[config.mk]
export PLATFORM = sky130hd
export DESIGN_NAME = vpw_frame_symbol_encoder_unit
export DESIGN_NICKNAME = d
export VERILOG_FILES = /design/src/hdl/vpwenc_pkg.sv /design/src/hdl/vpw_frame_symbol_encoder_unit.sv /design/src/hdl/vpwenc_symgen.sv
export VERILOG_INCLUDE_DIRS = /design/src /design/src/hdl
export SDC_FILE = /design/constraint.sdc
export NUM_CORES = 1
export LEC_CHECK = 0
export ABC_CLOCK_PERIOD_IN_PS = 2700
export BUFFER_PORTS_ARGS = -buffer_cell sky130_fd_sc_hd__buf_2
export CORE_MARGIN = 10
export CORE_UTILIZATION = 30
export DETAILED_ROUTE_END_ITERATION = 7
export PLACE_DENSITY = 0.43
export SETUP_SLACK_MARGIN = 0.3
export SYNTH_ARGS = -nofsm -noshare
export SYNTH_HDL_FRONTEND = slang
export SYNTH_SLANG_ARGS = --single-unit
[constraint.sdc]
create_clock -name clk -period 2.7 [get_ports clk]
set_clock_uncertainty 0.15 [all_clocks]
set_input_delay 0.675 -clock clk [delete_from_list [all_inputs] [get_ports clk]]
set_output_delay 0.675 -clock clk [all_outputs]
set_load 0.01 [all_outputs]
[src/hdl/vpw_frame_symbol_encoder_unit_macros.svh]
// assertion macros for the vpw frame symbol encoder
`ifndef VPW_FRAME_SYMBOL_ENCODER_UNIT_MACROS_SVH
`define VPW_FRAME_SYMBOL_ENCODER_UNIT_MACROS_SVH

// antecedent implies consequent in the same cycle
`define VPWENC_ASSERT_SAME(label, ante, cons) \
  label: assert property (@(posedge clk) disable iff (rst) (ante) |-> (cons)) \
    else $error("vpw encoder check failed");

// antecedent implies consequent in the next cycle
`define VPWENC_ASSERT_NEXT(label, ante, cons) \
  label: assert property (@(posedge clk) disable iff (rst) (ante) |=> (cons)) \
    else $error("vpw encoder check failed");

`endif

[src/hdl/vpwenc_pkg.sv]
// shared types, constants and crc function for the vpw frame symbol encoder
package vpwenc_pkg;

  typedef enum logic [1:0] {
    SYM_LONG  = 2'd0,
    SYM_SHORT = 2'd1,
    SYM_SOF   = 2'd2,
    SYM_EOF   = 2'd3
  } sym_t;

  localparam logic [7:0] CRC_POLY   = 8'h1D;
  localparam logic [7:0] CRC_INIT   = 8'hFF;
  localparam logic [7:0] CRC_XOROUT = 8'hFF;

  localparam int MAX_SYMS = 18;
  localparam int CNT_W    = $clog2(MAX_SYMS + 1);

  typedef struct packed {
    logic [7:0] data_byte;
    logic       last_byte;
  } in_t;

  typedef struct packed {
    logic [1:0] symbol;
    logic       last_symbol;
  } out_t;

  typedef struct packed {
    logic       in_frame;
    logic       prev_bit;
    logic       prev_sym;
    logic [7:0] crc;
  } state_t;

  typedef logic [MAX_SYMS-1:0][1:0] sym_vec_t;

  localparam state_t STATE_RESET = '{
    in_frame: 1'b0,
    prev_bit: 1'b1,
    prev_sym: 1'b1,
    crc:      CRC_INIT
  };

  function automatic logic [7:0] crc8_update(input logic [7:0] crc, input logic [7:0] data);
    logic [7:0] v;
    v = crc ^ data;
    for (int i = 0; i < 8; i++) begin
      if (v[7]) begin
        v = {v[6:0], 1'b0} ^ CRC_POLY;
      end else begin
        v = {v[6:0], 1'b0};
      end
    end
    return v;
  endfunction

endpackage

[src/hdl/vpw_frame_symbol_encoder_unit.sv]
// Frame byte to VPW symbol encoder. Each accepted byte yields 8 symbols, 9 when it opens a
// frame (start-of-frame first), 17 when it closes one (eight crc-8 symbols and end-of-frame
// follow), 18 for a one-byte frame, delivered one per cycle while out_ready is high; the
// final symbol of each byte carries last_symbol. A byte is registered on input, expanded
// in one pass into an 18-entry symbol shift register together with the frame state
// update, and the shift register then drains one symbol per cycle while out_ready is high,
// so a byte holds the block until its symbol list has drained. The next byte is taken into
// the input register while the current list drains and is loaded the cycle the last symbol
// leaves, so output symbols run without gaps. On an idle block a byte passes through the
// input register and then the symbol shift register before its first symbol appears.
`include "vpw_frame_symbol_encoder_unit_macros.svh"

module vpw_frame_symbol_encoder_unit (
  input  logic               clk,
  input  logic               rst,
  input  logic               in_valid,
  output logic               in_ready,
  input  vpwenc_pkg::in_t    in_data,
  output logic               out_valid,
  input  logic               out_ready,
  output vpwenc_pkg::out_t   out_data
);

  logic                           hold_valid;
  vpwenc_pkg::in_t                hold;
  vpwenc_pkg::state_t             state;
  vpwenc_pkg::state_t             state_next;
  vpwenc_pkg::sym_vec_t           sym_buf;
  vpwenc_pkg::sym_vec_t           gen_syms;
  logic [vpwenc_pkg::CNT_W-1:0]   cnt;
  logic [vpwenc_pkg::CNT_W-1:0]   gen_count;
  logic                           take;
  logic                           load;

  vpwenc_symgen u_symgen (
    .item       (hold),
    .state      (state),
    .syms       (gen_syms),
    .count      (gen_count),
    .state_next (state_next)
  );

  assign out_valid = (cnt != '0);
  assign take      = out_valid && out_ready;
  // refill when empty or as the final symbol leaves
  assign load      = hold_valid
                  && ((cnt == '0) || ((cnt == vpwenc_pkg::CNT_W'(1)) && out_ready));
  assign in_ready  = !hold_valid || load;

  assign out_data.symbol      = sym_buf[0];
  assign out_data.last_symbol = (cnt == vpwenc_pkg::CNT_W'(1));

  always_ff @(posedge clk) begin
    if (rst) begin
      hold_valid <= 1'b0;
    end else if (in_valid && in_ready) begin
      hold_valid <= 1'b1;
    end else if (load) begin
      hold_valid <= 1'b0;
    end
  end

  always_ff @(posedge clk) begin
    if (in_valid && in_ready) begin
      hold <= in_data;
    end
  end

  always_ff @(posedge clk) begin
    if (rst) begin
      state <= vpwenc_pkg::STATE_RESET;
      cnt   <= '0;
    end else if (load) begin
      state <= state_next;
      cnt   <= gen_count;
    end else if (take) begin
      cnt   <= cnt - vpwenc_pkg::CNT_W'(1);
    end
  end

  always_ff @(posedge clk) begin
    if (load) begin
      sym_buf <= gen_syms;
    end else if (take) begin
      sym_buf <= {2'b00, sym_buf[vpwenc_pkg::MAX_SYMS-1:1]};
    end
  end

  `VPWENC_ASSERT_SAME(a_sof_not_last, out_valid && out_data.last_symbol, out_data.symbol != vpwenc_pkg::SYM_SOF)
  `VPWENC_ASSERT_SAME(a_eof_is_last, out_valid && (out_data.symbol == vpwenc_pkg::SYM_EOF), out_data.last_symbol)
  `VPWENC_ASSERT_NEXT(a_close_frame, load && hold.last_byte, !state.in_frame && (cnt >= vpwenc_pkg::CNT_W'(17)))

endmodule

[src/hdl/vpwenc_symgen.sv]
// builds the full symbol list for one byte and the frame state that follows it
module vpwenc_symgen (
  input  vpwenc_pkg::in_t                      item,
  input  vpwenc_pkg::state_t                   state,
  output vpwenc_pkg::sym_vec_t                 syms,
  output logic [vpwenc_pkg::CNT_W-1:0]         count,
  output vpwenc_pkg::state_t                   state_next
);

  vpwenc_pkg::state_t     start;
  logic                   sof;
  logic [7:0]             crc_new;
  logic [15:0]            bits;
  logic [15:0]            chain;
  logic [16:0][1:0]       body;
  logic                   pb;
  logic                   ps;

  // a closed frame restarts from the reset chain and crc
  assign sof   = !state.in_frame;
  assign start = sof ? vpwenc_pkg::STATE_RESET : state;

  assign crc_new = vpwenc_pkg::crc8_update(start.crc, item.data_byte);
  assign bits    = {item.data_byte, crc_new ^ vpwenc_pkg::CRC_XOROUT};

  // toggle on repeated bit, msb first, data then crc
  always_comb begin
    pb = start.prev_bit;
    ps = start.prev_sym;
    for (int i = 0; i < 16; i++) begin
      if (bits[15-i] == pb) begin
        ps = ~ps;
      end
      pb       = bits[15-i];
      chain[i] = ps;
    end
  end

  always_comb begin
    for (int i = 0; i < 16; i++) begin
      body[i] = {1'b0, chain[i]};
    end
    body[16] = vpwenc_pkg::SYM_EOF;
    if (sof) begin
      syms = {body, vpwenc_pkg::SYM_SOF};
    end else begin
      syms = {2'b00, body};
    end
  end

  always_comb begin
    count = vpwenc_pkg::CNT_W'(8) + vpwenc_pkg::CNT_W'(sof)
          + (item.last_byte ? vpwenc_pkg::CNT_W'(9) : vpwenc_pkg::CNT_W'(0));
  end

  always_comb begin
    if (item.last_byte) begin
      state_next = vpwenc_pkg::STATE_RESET;
    end else begin
      state_next.in_frame = 1'b1;
      state_next.prev_bit = item.data_byte[0];
      state_next.prev_sym = chain[7];
      state_next.crc      = crc_new;
    end
  end

endmodule
Word-level counts from Yosys, hierarchy flattened
Cells that the tools add are included.
{"block": "word_totals", "regBits": 62, "out_inout_bits": 5}
{"block": "classes", "n_reduce_logical": 12, "n_mux": 34, "add_sub_neg": 3, "n_eq_ne": 17, "bitwise_logic": 26}
{"op": "36-bit 2-to-1 mux", "count": 3}
{"op": "5-bit 2-to-1 mux", "count": 10}
{"op": "4-bit inverter", "count": 8}
{"op": "1-bit 2-to-1 mux", "count": 18}
{"op": "1-bit equality test", "count": 16}
{"op": "1-bit inverter", "count": 16}
{"op": "11-bit 2-to-1 mux", "count": 1}
{"op": "10-bit 2-to-1 mux", "count": 1}
{"op": "8-bit inverter", "count": 1}
{"op": "8-bit bitwise XOR", "count": 1}
{"op": "4-bit by 1-bit adder with 5-bit output (first input constant)", "count": 1}
{"op": "5-bit adder", "count": 1}
{"op": "5-bit by 1-bit equality test with 1-bit output (second input constant)", "count": 1}
{"op": "5-bit logical NOT", "count": 1}
{"op": "5-bit nonzero test", "count": 1}
{"op": "5-bit by 1-bit subtractor with 5-bit output (second input constant)", "count": 1}
{"op": "1-bit logical AND", "count": 4}
{"op": "4-bit 2-to-1 mux", "count": 1}
{"op": "2-bit nonzero test", "count": 2}
{"op": "1-bit logical NOT", "count": 2}
{"op": "1-bit logical OR", "count": 2}

Logic depth before layout (Yosys ltp)
Gate-level depths: netlist (run 1).
{"block": "logic_depth", "word_depth": 37, "ltp_mapped": 10, "ltp_nobuf": 8}

By module
Synthesis (run 1) repeated with hierarchy kept, for this count alone.
{"block": "unflattened", "hier_cells": 403, "area_unflattened_um2": 3769.9}
{"module": "vpw_frame_symbol_encoder_unit", "n_inst": 1, "area_per_inst_um2": 2630.0, "cells_per_inst": 261}
{"module": "vpwenc_symgen", "n_inst": 1, "area_per_inst_um2": 1139.8, "cells_per_inst": 142}

Worst setup path before layout (run 1)
Ideal clock, no wire load.
{"block": "synth_path", "kind": "flip-flop to flip-flop", "start": "reg hold[1] (netlist name)", "end": "reg sym_buf[30] (netlist name) (data pin)", "setup_slack_ns": 0.208, "stages_incl_launch_ff": 7, "t_arrival_ns": 2.082, "required_ns": 2.290, "path_buffers": 1, "synth_period_minus_slack_ns": 2.492, "setup_time_ns": 0.260, "cell_sequence": "edfxtp_1 buf_2 xnor2_1 xor3_2 xnor2_2 xnor3_1 mux2_4"}
{"block": "synth_between", "elab_chain_len": 22}
{"element": "start: declaration", "line_no": "vpw_frame_symbol_encoder_unit.sv:25", "rtl": "vpwenc_pkg::in_t hold;"}
{"element": "start signal: assignment", "line_no": "vpw_frame_symbol_encoder_unit.sv:65", "rtl": "hold <= in_data;"}
{"element": "8-bit bitwise XOR", "line_no": "vpwenc_pkg.sv:46", "rtl": "v = crc ^ data;"}
{"element": "5-bit 2-to-1 mux", "line_no": "vpwenc_pkg.sv:48", "rtl": "if (v[7]) begin"}
{"element": "4-bit inverter (no source line)"}
{"element": "5-bit 2-to-1 mux", "line_no": "vpwenc_pkg.sv:48"}
{"element": "4-bit inverter (no source line)"}
{"element": "5-bit 2-to-1 mux", "line_no": "vpwenc_pkg.sv:48"}
{"element": "4-bit inverter (no source line)"}
{"element": "5-bit 2-to-1 mux (2 in series)", "line_no": "vpwenc_pkg.sv:48"}
{"element": "[5 not listed]"}
{"element": "1-bit inverter", "line_no": "vpwenc_symgen.sv:32", "rtl": "ps = ~ps;"}
{"element": "1-bit 2-to-1 mux", "line_no": "vpwenc_symgen.sv:31", "rtl": "if (bits[15-i] == pb) begin"}
{"element": "1-bit inverter", "line_no": "vpwenc_symgen.sv:32"}
{"element": "1-bit 2-to-1 mux", "line_no": "vpwenc_symgen.sv:31"}
{"element": "1-bit inverter", "line_no": "vpwenc_symgen.sv:32"}
{"element": "1-bit 2-to-1 mux", "line_no": "vpwenc_symgen.sv:31"}
{"element": "36-bit 2-to-1 mux *", "line_no": "vpwenc_symgen.sv:44", "rtl": "if (sof) begin"}
{"element": "36-bit 2-to-1 mux *", "line_no": "vpw_frame_symbol_encoder_unit.sv:82", "rtl": "if (load) begin"}
{"element": "end signal: assignment", "line_no": "vpw_frame_symbol_encoder_unit.sv:83", "rtl": "sym_buf <= gen_syms;"}
{"element": "end signal: assignment", "line_no": "vpw_frame_symbol_encoder_unit.sv:85", "rtl": "sym_buf <= {2'b00, sym_buf[vpwenc_pkg::MAX_SYMS-1:1]};"}
{"element": "end: declaration", "line_no": "vpw_frame_symbol_encoder_unit.sv:28", "rtl": "vpwenc_pkg::sym_vec_t sym_buf;"}
Mark *: on every way between the ends. The rest lies on a longest branch, timed or not.
A chain may end at the register's enable or synchronous reset.

Worst setup path in the final report (run 1)
{"block": "layout_path", "start": "reg hold[8] (netlist name)", "end": "reg sym_buf[30] (netlist name) (data pin)"}
{"block": "layout_between", "elab_chain_len": 34}
{"element": "1-bit equality test", "line_no": "vpwenc_symgen.sv:31"}
{"element": "1-bit 2-to-1 mux", "line_no": "vpwenc_symgen.sv:31"}
{"element": "1-bit inverter", "line_no": "vpwenc_symgen.sv:32"}
{"element": "1-bit 2-to-1 mux", "line_no": "vpwenc_symgen.sv:31"}
{"element": "1-bit inverter", "line_no": "vpwenc_symgen.sv:32"}
{"element": "1-bit 2-to-1 mux", "line_no": "vpwenc_symgen.sv:31"}
{"element": "1-bit inverter", "line_no": "vpwenc_symgen.sv:32"}
{"element": "1-bit 2-to-1 mux", "line_no": "vpwenc_symgen.sv:31"}
{"element": "[18 not listed]"}
{"element": "1-bit inverter", "line_no": "vpwenc_symgen.sv:32"}
{"element": "1-bit 2-to-1 mux", "line_no": "vpwenc_symgen.sv:31"}
{"element": "1-bit inverter", "line_no": "vpwenc_symgen.sv:32"}
{"element": "1-bit 2-to-1 mux", "line_no": "vpwenc_symgen.sv:31"}
{"element": "1-bit inverter", "line_no": "vpwenc_symgen.sv:32"}
{"element": "1-bit 2-to-1 mux", "line_no": "vpwenc_symgen.sv:31"}
{"element": "36-bit 2-to-1 mux *", "line_no": "vpwenc_symgen.sv:44"}
{"element": "36-bit 2-to-1 mux *", "line_no": "vpw_frame_symbol_encoder_unit.sv:82"}
Marks and branches as above.

==> flow_summary_export.csv, run 1 <==
group,metric,value,unit
cts,cts-root-buf,"clkbuf_16",
synth,synth_edf_count,44,
die,io_pins,18,
drt,wire_per_inst,15.41,microns
finish,fin_nets,356,
synth,ys_ff_latch,61,
global_route,grt_pass1_vias,2215,
die,coreArea,0.01137,sq mm
cts,htreeDepth,3,
drt,antenna_left,0,
pwr,power,5.132,mW
drt,drc,0,
cts,cts_tree,"yes",
finish,fill_cells,1137,
setup_path,worst-r2r-setup-slack,0.16,ns
synth,syn_area,0.003473,sq mm
sta,setup_tns,0,ns
cts,clk_pin_slew_worst_paths,0.05,ns
cts,ctsHoldBuffers,0,
global_route,track_usage,0.09639,
finish,final_cells,488,
sta,fin_crit_sh,0.9393,
placed_design,dp_hpwl,5.243,mm
global_route,grt_antenna_before_repair,0,
setup_path,crit_type,"reg -> reg",
placed_design,place.gp.congestion,0.7565,
synth,ys_async_sr_fraction,0,
cts,cts_buffers,9,
setup_path,cp_data_arrival_time,2.47,ns
outcome,run_status,"finished clean",
synth,yosysSeqAreaShare,0.4784,
sta,post-route-min-period,2.536,ns
sta,hold_viol,0,
finish,area_delta_synth_final,23.05,%
setup_path,path_max_fanout,5,
synth,ys.flop_type,"edfxtp_1",
synth,avgSynthCellArea,11.31,sq um
cts,cts_buffer_depth,2,
synth,syn_nets,323,
drt,vias_per_cell,4.572,
pwr,p_leak,1.715,nW
die,initial_core_util,0.3055,
placed_design,io_buffers,17,
sta,tightest_slew,0.5454,ns
sta,max_slew_margin,0.6364,
sta,rsz0062_at_grt,"yes",
synth,yosysWarnings,0,
setup_path,r2r-start,"hold[8]",
placed_design,dp.cells,465,
synth,netlist_instances,307,
sta,fmax,0.3943,GHz
drt,routed_wl,7.521,mm
setup_path,critPathLaunchType,"flop",
global_route,grt_max_degree,47,
global_route,grt_overflow,0,
setup_path,crit_required,2.63,ns
setup_path,critPathLaunch,"hold[8]",
drt,drt_iter0_drc,108,
sta,holdWs,0.3467,ns
sta,finalSetupViolCount,0,
pwr,irDropWorstVdd,0.4162,mV
global_route,grt_pass1_wl,12.19,mm
drt,vias,2231,
setup_path,end_kind,"flop",
min_path,hp-start,"cnt[4]",
cts,clock_latency,0.33,ns
finish,layout_common_cells,"edfxtp_1, nand2_1, xnor2_1, buf_4, nor2_1",
die,die_area,0.01628,sq mm
finish,mostFrequentLayoutCell,"edfxtp_1",
die,fp.dieH,127.6,microns
cts,clock_sinks,61,
min_path,hold_path.class,"reg -> reg",
finish,diodes,0,
finish,drive_above_1_share,0.2522,
synth,synth_cell_types,47,
die,rows,39,
job,cap_violations,0,
drt,firstDrtPassIters,4,
die,fp.dieW,127.6,microns
pwr,power.density,1201,mW/mm^2
sta,maxSlewViolCount,0,
-- metrics by stage --
step | util | cell area (sq um) | worst slack [ns]
after floorplan | - | 3507 | 0.2578
after global placement | 0.3388 | 3852 | 0.1029
after detailed placement | 0.3388 | 3852 | 0.04704
after CTS | 0.3635 | 4133 | 0.1560
after global routing | 0.3759 | 4274 | 0.07656
final | 0.3759 | 4274 | 0.1639
-- cell type report --
type	instances	area [sq um]	share of cell area
Sequential cell	61	1664	0.3893
Clock inverter	7	32.53	0.007611
Multi-Input combinational cell	219	1814	0.4245
Inverter	5	22.52	0.005269
Tap cell	143	178.9	0.04186
Clock buffer	9	225.2	0.05269
Timing Repair Buffer	44	336.6	0.07875
-- cell usage after synthesis (2+ instances only) --
library cell | number | area share
edfxtp_1 | 44 | 0.38
nand2_1 | 30 | 0.032
xnor2_1 | 29 | 0.073
nor2_1 | 19 | 0.021
and2_1 | 17 | 0.031
dfxtp_1 | 17 | 0.098
a21oi_1 | 15 | 0.022
xor2_1 | 14 | 0.035
xnor3_1 | 13 | 0.084
clkbuf_1 | 12 | 0.013
o21ai_0 | 9 | 0.013
nand2b_1 | 8 | 0.014
o22ai_1 | 7 | 0.013
o21ai_1 | 6 | 0.0086
buf_2 | 5 | 0.0072
inv_1 | 5 | 0.0054
nor3_1 | 5 | 0.0072
a211oi_1 | 4 | 0.0086
xnor2_2 | 4 | 0.019
ha_1 | 3 | 0.011
mux2i_1 | 3 | 0.0086
nor2b_1 | 3 | 0.0054
o211ai_1 | 3 | 0.0065
o21bai_1 | 3 | 0.0065
o31ai_1 | 3 | 0.0065
a21o_1 | 2 | 0.0043
buf_1 | 2 | 0.0022
buf_4 | 2 | 0.0043
nand3b_1 | 2 | 0.0043
-- flip-flops by register name, indices dropped and copies added (netlist names) --
| name | flops |
|---|---|
| hold | 9 |
| sym_buf | 33 |
| cnt | 5 |
| state | 11 |
| hold_valid | 1 |
| out_data | 2 |
-- cells by family after synthesis --
family                     synth area share
adders and majority gates           0.01081
xor gates and xnor gates             0.2323
buffers and inverters               0.03350
AOI/OAI and AO/OA                   0.09546
muxes                               0.01621
and+or+nand+nor                      0.1333
DFF                                  0.4784
-- repair_timing --
item	CTS	global route
gates resized for setup	4	21
setup endpoints to repair	6	10
endpoints found under the hold margin	0	0
pin swaps	1	7
setup buffers	0	7
-- report_power, final --
group	total (mW)	leakage [nW]	switching, mW	internal (mW)
Clock	0.998	0.127	0.395	0.603
Combinational	2.41	1.02	1.19	1.22
Sequential	1.72	0.568	0.161	1.56
Total	5.13	1.71	1.75	3.38
-- critical path: stages, from the launching register on --
cell      delay (ns)
edfxtp_1        0.46
xnor2_2         0.21
xnor3_1         0.23
xor3_2          0.49
xnor2_2         0.24
xnor3_1         0.25
mux2_4          0.26
-- worst paths after layout --
| check | cells after the start | to |
|---|---|---|
| max | 6 | sym_buf[30] |
| min | 2 | cnt[4] |
| max reg2reg | 6 | sym_buf[30] |
| min reg2reg | 2 | cnt[4] |
-- routing by layer --
| layer | GRT usage | vias to the layer above | wire length [microns] |
|---|---|---|---|
| met3 | 0.02151 | 10 | 186 |
| met2 | 0.1405 | 26 | 3400 |
| met4 | 0.05166 | 0 | 138 |
| met5 | 0 | - | 0 |
| li1 | - | 1127 | - |
| met1 | 0.1299 | 1068 | 3795 |
(Power assumes the default switching activity.)
==> run 2, diff against run 1 <==
CELL_PAD_IN_SITES_DETAIL_PLACEMENT = 0   (was not set)
CELL_PAD_IN_SITES_GLOBAL_PLACEMENT = 1   (was not set)
PLACE_DENSITY = 0.51   (was 0.43)
SKIP_LAST_GASP = 1   (was not set)
==> flow_summary_export.csv, run 2 (synthesized netlist as in run 1, its figures left out) <==
group,metric,value,unit
finish,final_util,0.3717,
setup_path,path_max_fanout,5,
cts,cts_buffer_depth,2,
placed_design,dpl-instance-area,0.003825,sq mm
cts,cts_buffers,9,
die,die_area,0.01628,sq mm
global_route,grt_antenna_before_repair,0,
global_route,track_usage,0.09835,
min_path,hold_path.class,"reg -> reg",
drt,firstDrtPassIters,4,
drt,vias,2206,
setup_path,crit_path_top_delay_cell,"edfxtp_1",
pwr,switching_share,0.3325,
finish,layout_common_cells,"edfxtp_1, nand2_1, xnor2_1, buf_4, nor2_1",
sta,post-route-min-period,2.472,ns
pwr,irDropWorstVdd,0.4055,mV
die,fp.dieH,127.6,microns
finish,largest_reg_flops,33,
cts,clk_pin_slew_worst_paths,0.05,ns
finish,drive_above_1_share,0.2384,
drt,drc,0,
finish,fin_nets,355,
die,io_pins,18,
finish,final_area,0.004227,sq mm
drt,routed_wl,7.536,mm
die,fp.dieW,127.6,microns
pwr,power.density,1218,mW/mm^2
pwr,p_int,3.436,mW
die,rows,39,
setup_path,slowest_delay,0.50,ns
setup_path,worst_path_most_repeated_cell,"xnor3_1",
die,initial_core_util,0.3055,
cts,cts_tree,"yes",
finish,mostFrequentLayoutCell,"edfxtp_1",
sta,maxSlewViolCount,0,
global_route,grt_max_degree,44,
sta,fin_crit_sh,0.9156,
pwr,clockPowerShare,0.216,
sta,final.setup.worst_slack,0.2280,ns
finish,regMostFlops,"sym_buf",
setup_path,cp_data_arrival_time,2.40,ns
finish,area_delta_synth_final,21.69,%
sta,finalSetupViolCount,0,
pwr,combinationalPowerShare,0.450,
placed_design,place.gp.congestion,0.7750,
pwr,p_leak,1.705,nW
setup_path,critPathLaunchType,"flop",
placed_design,dp_hpwl,5.434,mm
placed_design,io_buffers,17,
setup_path,crit_required,2.63,ns
drt,antenna_left,0,
setup_path,crit_buf_inv,0,
sta,max_slew_margin,0.5246,
setup_path,crit_type,"reg -> reg",
finish,diodes,0,
setup_path,crit_family,"XOR/XNOR gates",
pwr,switching_power,1.712,mW
drt,drt_iter0_drc,142,
drt,wire_per_inst,15.47,microns
placed_design,dpl_worst_slack,0.06573,ns
sta,tightest_slew,0.7096,ns
finish,reg_top3,"sym_buf x33, state x11, hold x9",
sta,rsz0062_at_grt,"yes",
global_route,grt_pass1_wl,12.51,mm
sta,hold_viol,0,
pwr,p_seq_frac,0.334,
cts,htreeDepth,3,
cts,clock_latency,0.33,ns
drt,vias_per_cell,4.530,
die,coreArea,0.01137,sq mm
global_route,grt_pass1_vias,2282,
sta,setup_tns,0,ns
cts,cts-root-buf,"clkbuf_16",
cts,clock_sinks,61,
setup_path,end_kind,"flop",
global_route,grt_overflow,0,
sta,fmax,0.4045,GHz
job,cap_violations,0,
setup_path,crit_chain,"xnor2_1 > xnor3_1 > xor2_2 > xnor3_1 > mux2_4",
outcome,run_status,"finished clean",
-- run 2: changes by cell type in the layout (fill, tap and decap cells not counted), moves of 2 or more --
cell / before / now
clkinv_1: 5 / 1
buf_4: 21 / 23
clkbuf_1: 0 / 2
ha_4: 2 / 0
buf_6: 3 / 1
nor2b_1: 1 / 3
-- run 2: final timing paths --
kind,from,endpoint,slack (ns),depth (start not counted)
worst max-delay path,hold[8],sym_buf[30],0.23,5
worst min-delay path,cnt[4],cnt[4],0.36,2
worst max register to register,hold[8],sym_buf[30],0.23,5
worst min register to register,cnt[4],cnt[4],0.36,2
-- run 2: power by group through the flow --
| stage | combinational (mW) | sequential, mW | clock (mW) |
|---|---|---|---|
| 6_report | 2.32 | 1.72 | 1.11 |
| 5_1_grt | 2.58 | 1.77 | 1.18 |
| 4_1_cts | 2.32 | 1.72 | 1.14 |
| 3_5_place_dp | 2.25 | 1.74 | 0 |
| 3_3_place_gp | 2.27 | 1.73 | 0 |
| 2_1_floorplan | 1.72 | 1.68 | 0 |
-- run 2: final cells by class --
class	instances	area (sq um)
clock buffer	11	232.7
clock inverter	5	51.30
fill	1143	7143
inverter	5	22.52
multi-input combinational	219	1767
sequential	61	1665
tap	143	178.9
timing repair buffer	43	309.0
-- run 2: what timing repair did --
| action | CTS | global route |
|---|---|---|
| setup buffers | 6 | 2 |
| hold buffers | 0 | 0 |
| gates cloned | 0 | 0 |
| endpoints found under the setup margin | 7 | 8 |
| pin swaps | 6 | 2 |
| resized for setup | 8 | 5 |
-- run 2: layer usage --
| metal | global-route usage | vias to the layer above | wire length, microns | share of wire |
|---|---|---|---|---|
| li1 | - | 1123 | - | - |
| met4 | 0.04172 | 0 | 131 | 0.017 |
| met5 | 0 | - | 0 | 0 |
| met1 | 0.1328 | 1054 | 3762 | 0.50 |
| met2 | 0.1463 | 21 | 3423 | 0.45 |
| met3 | 0.02440 | 8 | 217 | 0.029 |
-- run 2: per-stage QoR --
step	power [mW]	std cells	hold WS, ns
2_1_floorplan	3.394	307	0.3111
3_3_place_gp	3.996	463	0.3382
3_5_place_dp	3.989	463	0.3398
4_1_cts	5.187	485	0.3579
5_1_grt	5.527	487	0.3597
6_report	5.148	487	0.3638
-- run 2: worst register-to-register path: cells and delay by family (launching register included) --
family	cells	cell delay (ns)
xor+xnor	4	1.32
flops	1	0.50
mux	1	0.26
